==> config.mk <==
export PLATFORM = sky130hd
export DESIGN_NAME = bresenham_line_rasterizer
export DESIGN_NICKNAME = d
export VERILOG_FILES = /design/src/rtl/blr_pkg.sv /design/src/rtl/bresenham_line_rasterizer.sv /design/src/rtl/blr_datapath.sv /design/src/rtl/blr_ctrl.sv
export VERILOG_INCLUDE_DIRS = /design/src /design/src/rtl
export SDC_FILE = /design/constraint.sdc
export NUM_CORES = 1
export LEC_CHECK = 0
export ABC_AREA = 1
export BUFFER_PORTS_ARGS = -buffer_cell sky130_fd_sc_hd__buf_4
export CAP_MARGIN = 20
export CORE_MARGIN = 10
export CORE_UTILIZATION = 30
export DETAILED_ROUTE_END_ITERATION = 8
export MAX_ROUTING_LAYER = met4
export SYNTH_ARGS = -nofsm -noshare
export SYNTH_HDL_FRONTEND = slang
export SYNTH_SLANG_ARGS = --single-unit
==> constraint.sdc <==
create_clock -name clk_i -period 2.8 [get_ports clk_i]
set_input_delay 0.56 -clock clk_i [delete_from_list [all_inputs] [get_ports clk_i]]
set_output_delay 0.56 -clock clk_i [all_outputs]
set_load 0.03 [all_outputs]
==> src/rtl/bresenham_line_rasterizer_macros.svh <==
// Assertion macros for the line rasterizer.
// Included by files that carry concurrent assertions; no other dependencies.
`ifndef BRESENHAM_LINE_RASTERIZER_MACROS_SVH
`define BRESENHAM_LINE_RASTERIZER_MACROS_SVH

// Same-cycle implication, disabled during reset.
`define BLR_ASSERT_IMPLIES(name, clk, rstn, ante, cons) \
  name: assert property (@(posedge clk) disable iff (!(rstn)) (ante) |-> (cons)) \
    else $error("blr assertion failed");

// Next-cycle implication, disabled during reset.
`define BLR_ASSERT_NEXT(name, clk, rstn, ante, cons) \
  name: assert property (@(posedge clk) disable iff (!(rstn)) (ante) |=> (cons)) \
    else $error("blr assertion failed");

`endif

==> src/rtl/blr_pkg.sv <==
// Shared types and constants for the line rasterizer.
// Used by the controller, the datapath and the top level; no dependencies.
`default_nettype none

package blr_pkg;

  localparam int COORD_BITS = 6;
  localparam int ERR_BITS   = COORD_BITS + 3;

  typedef logic [COORD_BITS-1:0]      coord_t;
  typedef logic signed [ERR_BITS-1:0] err_t;

  typedef enum logic {
    ST_IDLE,
    ST_RUN
  } blr_state_e;

  typedef struct packed {
    logic load;
    logic step;
  } blr_cmd_t;

  typedef struct packed {
    logic span_zero;
    logic at_last;
  } blr_status_t;

endpackage

`default_nettype wire

==> src/rtl/bresenham_line_rasterizer.sv <==
// Line rasterizer on a 64 by 64 tile: one segment in, one pixel per step out.
// Usage:
//   Input channel (in_valid_i / in_stall_o) takes one segment as two
//   endpoints. Output channel (out_valid_o / out_stall_i) gives one item per
//   plotted pixel; last_pixel_o marks the final pixel of the segment.
//   The endpoint with the lower major coordinate is drawn, the other is not;
//   a segment gives as many pixels as its major span, a zero-length one none.
// Timing:
//   The first pixel is valid once the controller has entered its run state
//   and a step has written the output register. Pixels follow at one per
//   cycle while the receiver does not stall; a zero-length segment leaves
//   the block idle. The rate is set by the single error-stepping loop in the
//   datapath. The next segment is taken in the cycle after the last pixel
//   enters the output register, while that pixel may still wait to be taken.
// Stall and reset:
//   A stalled output holds its item and stepping pauses. Reset is
//   asynchronous, active low, and leaves the block idle with no item shown.
// Depends on blr_pkg, blr_ctrl, blr_datapath and the assertion macro header.
`default_nettype none

`include "bresenham_line_rasterizer_macros.svh"

module bresenham_line_rasterizer
  import blr_pkg::*;
(
  input  wire logic   clk_i,
  input  wire logic   rst_ni,
  input  wire logic   in_valid_i,
  output logic        in_stall_o,
  input  wire coord_t start_x_i,
  input  wire coord_t start_y_i,
  input  wire coord_t end_x_i,
  input  wire coord_t end_y_i,
  output logic        out_valid_o,
  input  wire logic   out_stall_i,
  output coord_t      pixel_x_o,
  output coord_t      pixel_y_o,
  output logic        last_pixel_o
);

  blr_cmd_t    cmd;
  blr_status_t status;

  blr_ctrl u_ctrl (
    .clk_i       (clk_i),
    .rst_ni      (rst_ni),
    .in_valid_i  (in_valid_i),
    .in_stall_o  (in_stall_o),
    .out_valid_o (out_valid_o),
    .out_stall_i (out_stall_i),
    .status_i    (status),
    .cmd_o       (cmd)
  );

  blr_datapath u_datapath (
    .clk_i        (clk_i),
    .rst_ni       (rst_ni),
    .cmd_i        (cmd),
    .status_o     (status),
    .start_x_i    (start_x_i),
    .start_y_i    (start_y_i),
    .end_x_i      (end_x_i),
    .end_y_i      (end_y_i),
    .pixel_x_o    (pixel_x_o),
    .pixel_y_o    (pixel_y_o),
    .last_pixel_o (last_pixel_o)
  );

  `BLR_ASSERT_NEXT(a_busy_after_load, clk_i, rst_ni, in_valid_i && !in_stall_o && !status.span_zero, in_stall_o)
  `BLR_ASSERT_NEXT(a_hold_when_stalled, clk_i, rst_ni, out_valid_o && out_stall_i, out_valid_o && $stable({pixel_x_o, pixel_y_o, last_pixel_o}))
  `BLR_ASSERT_IMPLIES(a_no_step_when_open, clk_i, rst_ni, !in_stall_o, !cmd.step)

endmodule

`default_nettype wire

==> src/rtl/blr_datapath.sv <==
// Datapath of the line rasterizer: endpoint ordering, span setup, error
// stepping and the pixel output register. Depends on blr_pkg.
`default_nettype none

module blr_datapath
  import blr_pkg::*;
(
  input  wire logic        clk_i,
  input  wire logic        rst_ni,
  input  wire blr_cmd_t    cmd_i,
  output blr_status_t      status_o,
  input  wire coord_t      start_x_i,
  input  wire coord_t      start_y_i,
  input  wire coord_t      end_x_i,
  input  wire coord_t      end_y_i,
  output coord_t           pixel_x_o,
  output coord_t           pixel_y_o,
  output logic             last_pixel_o
);

  coord_t dx, dy, sx, sy, ex, ey;
  coord_t maj0, majend, mnr0, mnrend, mspan, nspan;
  logic   steep, swap;
  err_t   err0;

  coord_t maj_q, major_end_q, mnr_q, major_span_q, minor_span_q;
  logic   minor_negative_q, steep_line_q;
  err_t   err_q;
  coord_t pixel_x_q, pixel_y_q;
  logic   last_q;

  coord_t end_m1, mnr_step;
  err_t   twice_minor, twice_major, err_step;
  logic   err_pos;

  always_comb begin
    dx     = (start_x_i > end_x_i) ? start_x_i - end_x_i : end_x_i - start_x_i;
    dy     = (start_y_i > end_y_i) ? start_y_i - end_y_i : end_y_i - start_y_i;
    steep  = !(dy < dx);
    swap   = steep ? (start_y_i > end_y_i) : (start_x_i > end_x_i);
    sx     = swap ? end_x_i : start_x_i;
    sy     = swap ? end_y_i : start_y_i;
    ex     = swap ? start_x_i : end_x_i;
    ey     = swap ? start_y_i : end_y_i;
    maj0   = steep ? sy : sx;
    majend = steep ? ey : ex;
    mnr0   = steep ? sx : sy;
    mnrend = steep ? ex : ey;
    mspan  = majend - maj0;
    nspan  = (mnr0 > mnrend) ? mnr0 - mnrend : mnrend - mnr0;
    err0   = err_t'({2'b00, nspan, 1'b0}) - err_t'({3'b000, mspan});
  end

  always_comb begin
    end_m1      = major_end_q - coord_t'(1);
    twice_minor = err_t'({2'b00, minor_span_q, 1'b0});
    twice_major = err_t'({2'b00, major_span_q, 1'b0});
    err_pos     = err_q > err_t'(0);
    err_step    = err_q + twice_minor - (err_pos ? twice_major : err_t'(0));
    if (!err_pos) begin
      mnr_step = mnr_q;
    end else if (minor_negative_q) begin
      mnr_step = mnr_q - coord_t'(1);
    end else begin
      mnr_step = mnr_q + coord_t'(1);
    end
  end

  always_ff @(posedge clk_i or negedge rst_ni) begin
    if (!rst_ni) begin
      maj_q            <= '0;
      major_end_q      <= '0;
      mnr_q            <= '0;
      major_span_q     <= '0;
      minor_span_q     <= '0;
      minor_negative_q <= 1'b0;
      steep_line_q     <= 1'b0;
      err_q            <= '0;
    end else if (cmd_i.load) begin
      maj_q            <= maj0;
      major_end_q      <= majend;
      mnr_q            <= mnr0;
      major_span_q     <= mspan;
      minor_span_q     <= nspan;
      minor_negative_q <= (mnrend < mnr0);
      steep_line_q     <= steep;
      err_q            <= err0;
    end else if (cmd_i.step) begin
      maj_q <= maj_q + coord_t'(1);
      mnr_q <= mnr_step;
      err_q <= err_step;
    end
  end

  always_ff @(posedge clk_i or negedge rst_ni) begin
    if (!rst_ni) begin
      pixel_x_q <= '0;
      pixel_y_q <= '0;
      last_q    <= 1'b0;
    end else if (cmd_i.step) begin
      pixel_x_q <= steep_line_q ? mnr_q : maj_q;
      pixel_y_q <= steep_line_q ? maj_q : mnr_q;
      last_q    <= (maj_q == end_m1);
    end
  end

  assign status_o.span_zero = (start_x_i == end_x_i) && (start_y_i == end_y_i);
  assign status_o.at_last   = (maj_q == end_m1);

  assign pixel_x_o    = pixel_x_q;
  assign pixel_y_o    = pixel_y_q;
  assign last_pixel_o = last_q;

endmodule

`default_nettype wire

==> src/rtl/blr_ctrl.sv <==
// Controller of the line rasterizer: segment load, step sequencing and
// output valid tracking. Depends on blr_pkg.
`default_nettype none

module blr_ctrl
  import blr_pkg::*;
(
  input  wire logic        clk_i,
  input  wire logic        rst_ni,
  input  wire logic        in_valid_i,
  output logic             in_stall_o,
  output logic             out_valid_o,
  input  wire logic        out_stall_i,
  input  wire blr_status_t status_i,
  output blr_cmd_t         cmd_o
);

  blr_state_e state_q, state_d;
  logic       out_valid_q, out_valid_d;

  always_ff @(posedge clk_i or negedge rst_ni) begin
    if (!rst_ni) begin
      state_q     <= ST_IDLE;
      out_valid_q <= 1'b0;
    end else begin
      state_q     <= state_d;
      out_valid_q <= out_valid_d;
    end
  end

  always_comb begin
    state_d    = state_q;
    in_stall_o = 1'b1;
    cmd_o      = '0;
    case (state_q)
      ST_IDLE: begin
        in_stall_o = 1'b0;
        if (in_valid_i) begin
          cmd_o.load = 1'b1;
          if (!status_i.span_zero) begin
            state_d = ST_RUN;
          end
        end
      end
      ST_RUN: begin
        if (!out_valid_q || !out_stall_i) begin
          cmd_o.step = 1'b1;
          if (status_i.at_last) begin
            state_d = ST_IDLE;
          end
        end
      end
      default: begin
        state_d = ST_IDLE;
      end
    endcase
    out_valid_d = cmd_o.step || (out_valid_q && out_stall_i);
  end

  assign out_valid_o = out_valid_q;

endmodule

`default_nettype wire
==> results of run 1 <==
-- how the worst max path moves through the flow --
stage | from | end | slack (ns)
global placement | start_x_i[0] | u_datapath.err_q[6] | -3.28
global route | end_x_i[5] | u_datapath.err_q[8] | -3.44
CTS | start_x_i[0] | u_datapath.err_q[6] | -2.82
floorplan | start_x_i[0] | u_datapath.err_q[8] | -2.91
finish | start_x_i[0] | u_datapath.err_q[8] | -3.10
detailed placement | start_x_i[0] | u_datapath.err_q[6] | -3.39
-- metal layers --
layer / up-vias / wire length [microns] / global-route usage, %
li1: 3075 / - / -
met2: 80 / 8544 / 22.29
met1: 2806 / 8119 / 16.95
met3: 23 / 358 / 1.183
met5: - / 0 / -
met4: 0 / 342 / 4.048
-- synth_stat cells, drive strengths merged --
library cell    n
nand2         209
inv           144
o21ai          88
ha             61
dfrtp          56
nor2           46
nand3          38
a21oi          36
xor2           22
fa             16
xnor2          16
a31oi          15
buf            12
clkbuf         12
mux2i           8
or2             7
nor3            5
nand4           4
o211ai          4
o21bai          3
o221ai          3
a21o            2
a221oi          2
clkinv          2
nor4            2
a211oi          1
and2            1
mux2            1
nand3b          1
o2111ai         1
o22ai           1
o311ai          1
-- logic make-up (layout without fill, tap and decap cells) --
kind of cell | Yosys count | in the layout | share of synthesized area, %
compound gates | 157 | 157 | 15.74
flops | 56 | 56 | 23.85
mux | 9 | 9 | 1.555
simple gates | 313 | 314 | 23.08
buf+inv | 170 | 398 | 11.67
fa+ha+maj | 77 | 77 | 18.44
xor+xnor | 38 | 38 | 5.664
-- repair_timing --
action | CTS | global route
setup buffers | 24 | 12
pin swaps | 24 | 31
endpoints found under the setup margin | 41 | 41
gates cloned | 1 | 1
gates resized for setup | 74 | 99
-- sequential cells by signal, indices dropped and copies added (netlist names), 6 cells and up --
register                 flops
u_datapath.major_end_q       6
u_datapath.err_q             9
u_datapath.minor_span_q      6
u_datapath.pixel_x_o         6
u_datapath.major_span_q      6
u_datapath.mnr_q             6
u_datapath.pixel_y_o         6
u_datapath.maj_q             6
-- area by class of cell --
class                   count  area, sq um  area share [%]
clock buffers               6        128.9           1.436
clock inverters             2        38.79          0.4321
inverters                 146        563.0           6.272
multi-input cells         595         4548           50.66
flip-flops and latches     56         1401           15.61
well taps                 265        331.6           3.693
repair buffers            244         1966           21.90
-- worst register-to-register path: cells and delay by family (launching register included) --
family / cells / cell delay (ns)
AOI/OAI and AO/OA: 4 / 0.57
xor gates and xnor gates: 1 / 0.17
adders and majority gates: 2 / 0.79
buffers and inverters: 4 / 0.59
DFF: 1 / 0.39
and+or+nand+nor: 4 / 0.49
-- per-stage QoR --
step	TNS (ns)	worst slack [ns]	hold WS, ns
after floorplan	-52.17	-2.906	0.2644
after global placement	-74.67	-3.283	0.4693
after detailed placement	-78.00	-3.392	0.4797
after CTS	-58.36	-2.821	0.3457
after global routing	-73.34	-3.445	0.3747
final	-64.09	-3.102	0.3159
==> metrics, run 1 <==
status=finished with violations; failing checks=negative setup slack; Final WS setup=-3.102 ns; cell repeated most along the worst path=nand2_1; first drt pass iteration count=4; CTS H-tree lvls=2; CP delay by family, top=adder cells; Num CTS Buffers=5; Worst Path Max Fanout=8; clock buffer depth=2; Max Transition Viols Final=0; reg2reg end=u_datapath.err_q[8]; CTS Sinks=56; full die area=25580 sq um; Crit path depth=44; min-delay worst type=input pin to async pin; Reg-to-Reg Start=u_datapath.err_q[3]; antenna violations before repair=0; vias in the first global route=5977; most common cell after layout, fill and taps aside=buf_4; max-cap violations=0; CTS tree=built; slack of the worst reg-to-reg path=-0.30 ns; Setup violations, final=41; share of the synthesized area in the top cell type=23.85%; Worst EP arrival=6.14 ns; fin area=8977 sq um; syn_area_per_cell=between 7 and 8 sq um; global-route total usage across every layer=13.40%; cell area after synthesis=5876 sq um; Non-Filler Instances=1314; Post-Route Utilization=46.43%; #FFs+latches synth=between 50 and 60; routability-driven placement congestion ratio=just over 0.9; layout cell share with drive strength beyond 1=40.13%; actual slew at the worst max-slew pin=0.7217 ns; Fmax achieved=between 150 and 200 MHz; area grow syn2layout=52.79%; Tcrit/Tclk final=210.8%; Yosys Warn Count=0; # rows=slightly above 50; r2r worst-path depth=15; antenna cells=0; drt wl/cell=around 13 microns; Crit-path slowest cell=fa_2; 1st-iter DRT viols=between 200 and 250; Required @ worst endpoint=3.04 ns; core area=slightly below 20000 sq um; FILL cells=1869; Die H=160.0 microns; largest cells by area after synthesis=dfrtp_1 24%, ha_1 13%, nand2_1 13%; post-synthesis sequential area ratio=23.85%; final WL=between 15000 and 20000 microns; CTS root buffer=clkbuf_16; dpl cells=1272; Starting Density=30.39%; Clock Skew=between 0.007 and 0.008 ns; RSZ-0062 raised after global routing=true; Hold Violations, Final=0; Top Ports=between 40 and 50; largest net degree at the start of global routing=57; Area after DPL=7786 sq um; Critical Path Max Stage Delay=0.37 ns; # DRC=0; first-pass GRT wire length=28640 microns; vias per cell=4.554; max_slew headroom=51.89%; commonest cells after routing, fill and taps aside=221 x buf_4, 172 x nand2_1, 129 x inv_1, 56 x dfrtp_1, 45 x ha_1; clock latency on the worst-skew pair=0.30 ns; CP startpoint kind=input pin; final antenna-violating net count=0; Synthesized Nets=925; CP endpoint kind=flip-flop; via count=5984; Tmin final=about 6 ns; Worst-path clk slew=0.07 ns; Synth area leader=dfrtp_1; # hold bufs at CTS=0; dpl hpwl=13230 microns; total grt overflow=0; Setup CP Type=input pin to flip-flop; Die Width=around 160 microns; Final nets=about 1200; Yosys cell types=45; critical path buffer and inverter count=6; port bufs=42; Mapped Cells=820
Power of run 1 is left out: the tool's default activity adds up to more than one toggle a clock period on the data nets, which glitch-free logic cannot reach.
==> run 2, diff against run 1 <==
--- a/config.mk
+++ b/config.mk
@@ -13,6 +13,7 @@
 export CORE_UTILIZATION = 30
 export DETAILED_ROUTE_END_ITERATION = 8
 export MAX_ROUTING_LAYER = met4
+export RECOVER_POWER = 25
 export SYNTH_ARGS = -nofsm -noshare
 export SYNTH_HDL_FRONTEND = slang
 export SYNTH_SLANG_ARGS = --single-unit
==> metrics, run 2 (synthesis gave the netlist of run 1 again) <==
status=finished with violations; failing checks=negative setup slack; core area=19330 sq um (unchanged); total grt overflow=0 (unchanged); Worst EP arrival=6.14 ns (about the same); Tcrit/Tclk final=210.8% (unchanged); max-cap violations=0 (unchanged); critical path buffer and inverter count=6 (unchanged); # rows=51 (unchanged); CTS H-tree lvls=2 (unchanged); CP endpoint kind=flip-flop; max_slew headroom=5.568% (-46 points); CTS root buffer=clkbuf_16; vias in the first global route=5977 (unchanged); Num CTS Buffers=5 (unchanged); vias per cell=4.554 (unchanged); full die area=25580 sq um (unchanged); antenna violations before repair=0 (unchanged); min-delay worst type=input pin to flip-flop; WHS Endpoint=u_ctrl.out_valid_o; clock buffer depth=2 (unchanged); Die H=160.0 microns (unchanged); Worst-path clk slew=0.07 ns (about the same); cell repeated most along the worst path=nand2_1; Reg-to-Reg Start=u_datapath.err_q[3]; Fmax achieved=169.4 MHz (unchanged); dpl hpwl=13230 microns (unchanged); r2r worst-path depth=15 (unchanged); layout cell share with drive strength beyond 1=40.13% (unchanged); port bufs=42 (unchanged); routability-driven placement congestion ratio=0.9049 (unchanged); global-route total usage across every layer=13.40% (unchanged); clock latency on the worst-skew pair=0.30 ns (about the same); Worst Path Max Fanout=8 (unchanged); via count=5984 (unchanged); largest register by flop count=u_datapath.err_q; max reg flops=9 (unchanged); Die Width=160.0 microns (unchanged); first drt pass iteration count=4 (unchanged); Hold Violations, Final=0 (unchanged); drt wl/cell=13.21 microns (about the same); Setup CP Type=input pin to flip-flop; reg2reg end=u_datapath.err_q[8]; CP startpoint kind=input pin; Clock Skew=0.007264 ns (unchanged); antenna cells=0 (unchanged); actual slew at the worst max-slew pin=1.416 ns (+0.6948 ns); Post-Route Utilization=46.42% (about the same); RSZ-0062 raised after global routing=true; final antenna-violating net count=0 (unchanged); Setup violations, final=41 (unchanged); Critical Path Max Stage Delay=0.37 ns (about the same); largest net degree at the start of global routing=57 (unchanged); dpl cells=1272 (unchanged); commonest cells after routing, fill and taps aside=220 x buf_4, 172 x nand2_1, 129 x inv_1, 56 x dfrtp_1, 45 x ha_1; # hold bufs at CTS=0 (unchanged); Starting Density=30.39% (unchanged); Non-Filler Instances=1314 (unchanged); first-pass GRT wire length=28640 microns (unchanged); CP delay by family, top=adder cells; sum of negative setup slack=-64.09 ns (unchanged); CTS tree=built; 1st-iter DRT viols=244 (unchanged); Final WS setup=-3.102 ns (unchanged); Required @ worst endpoint=3.04 ns (about the same); Max Transition Viols Final=0 (unchanged); slack of the worst reg-to-reg path=-0.30 ns (about the same); area grow syn2layout=52.75% (about the same); Hold Path Origin=out_stall_i; # DRC=0 (unchanged); CTS Sinks=56 (unchanged); WHS Path Cells=3; Tmin final=5.902 ns (unchanged); Crit-path slowest cell=fa_2; Top Ports=43 (unchanged); most common cell after layout, fill and taps aside=buf_4; Final nets=1153 (unchanged); final WL=17360 microns (about the same)
==> run 2: cell count changes in the layout (fill, tap and decap cells not counted) <==
cell and change:
buf_4 -1, clkbuf_2 +1
==> run 2: routing by layer <==
layer / vias up / wire length (microns) / global-route usage (%)
met3: 23 / 358 / 1.183
met2: 80 / 8544 / 22.29
met1: 2806 / 8119 / 16.95
met4: 0 / 342 / 4.048
met5: - / 0 / -
li1: 3075 / - / -
==> run 2: layout make-up <==
type                            count  area [sq um]
Clock buffer                        6         128.9
Clock inverter                      2         38.79
Multi-Input combinational cell    595          4548
Timing Repair Buffer              244          1963
Tap cell                          265         331.6
Inverter                          146         563.0
Sequential cell                    56          1401
Fill cell                        1870         10360
==> run 2: tightest hold or removal path, stage by stage <==
cell and delay [ns]:
buf_4 0.08, nand2_1 0.05, nand2_1 0.06
==> run 2: worst max-delay path by stage <==
stage | startpoint | to | cells after the start
finish | start_x_i[0] | u_datapath.err_q[8] | 44
floorplan | start_x_i[0] | u_datapath.err_q[8] | 46
CTS | start_x_i[0] | u_datapath.err_q[6] | 46
global placement | start_x_i[0] | u_datapath.err_q[6] | 46
global route | end_x_i[5] | u_datapath.err_q[8] | 45
detailed placement | start_x_i[0] | u_datapath.err_q[6] | 47
==> run 2: through the flow <==
step,area (sq um),setup slack (ns),hold slack [ns]
final,8975,-3.102,0.4808
after global routing,8975,-3.445,0.5060
after detailed placement,7786,-3.392,0.4797
after global placement,7786,-3.283,0.4693
after CTS,8462,-2.821,0.3457
after floorplan,6021,-2.906,0.2644
==> run 2: timing repair <==
action | in CTS | in global routing
buffers inserted | 24 | 12
gates resized for setup | 74 | 99
gates cloned | 1 | 1
setup endpoints to repair | 41 | 41
pin swaps | 24 | 31
Power of run 2 is left out for the same reason.
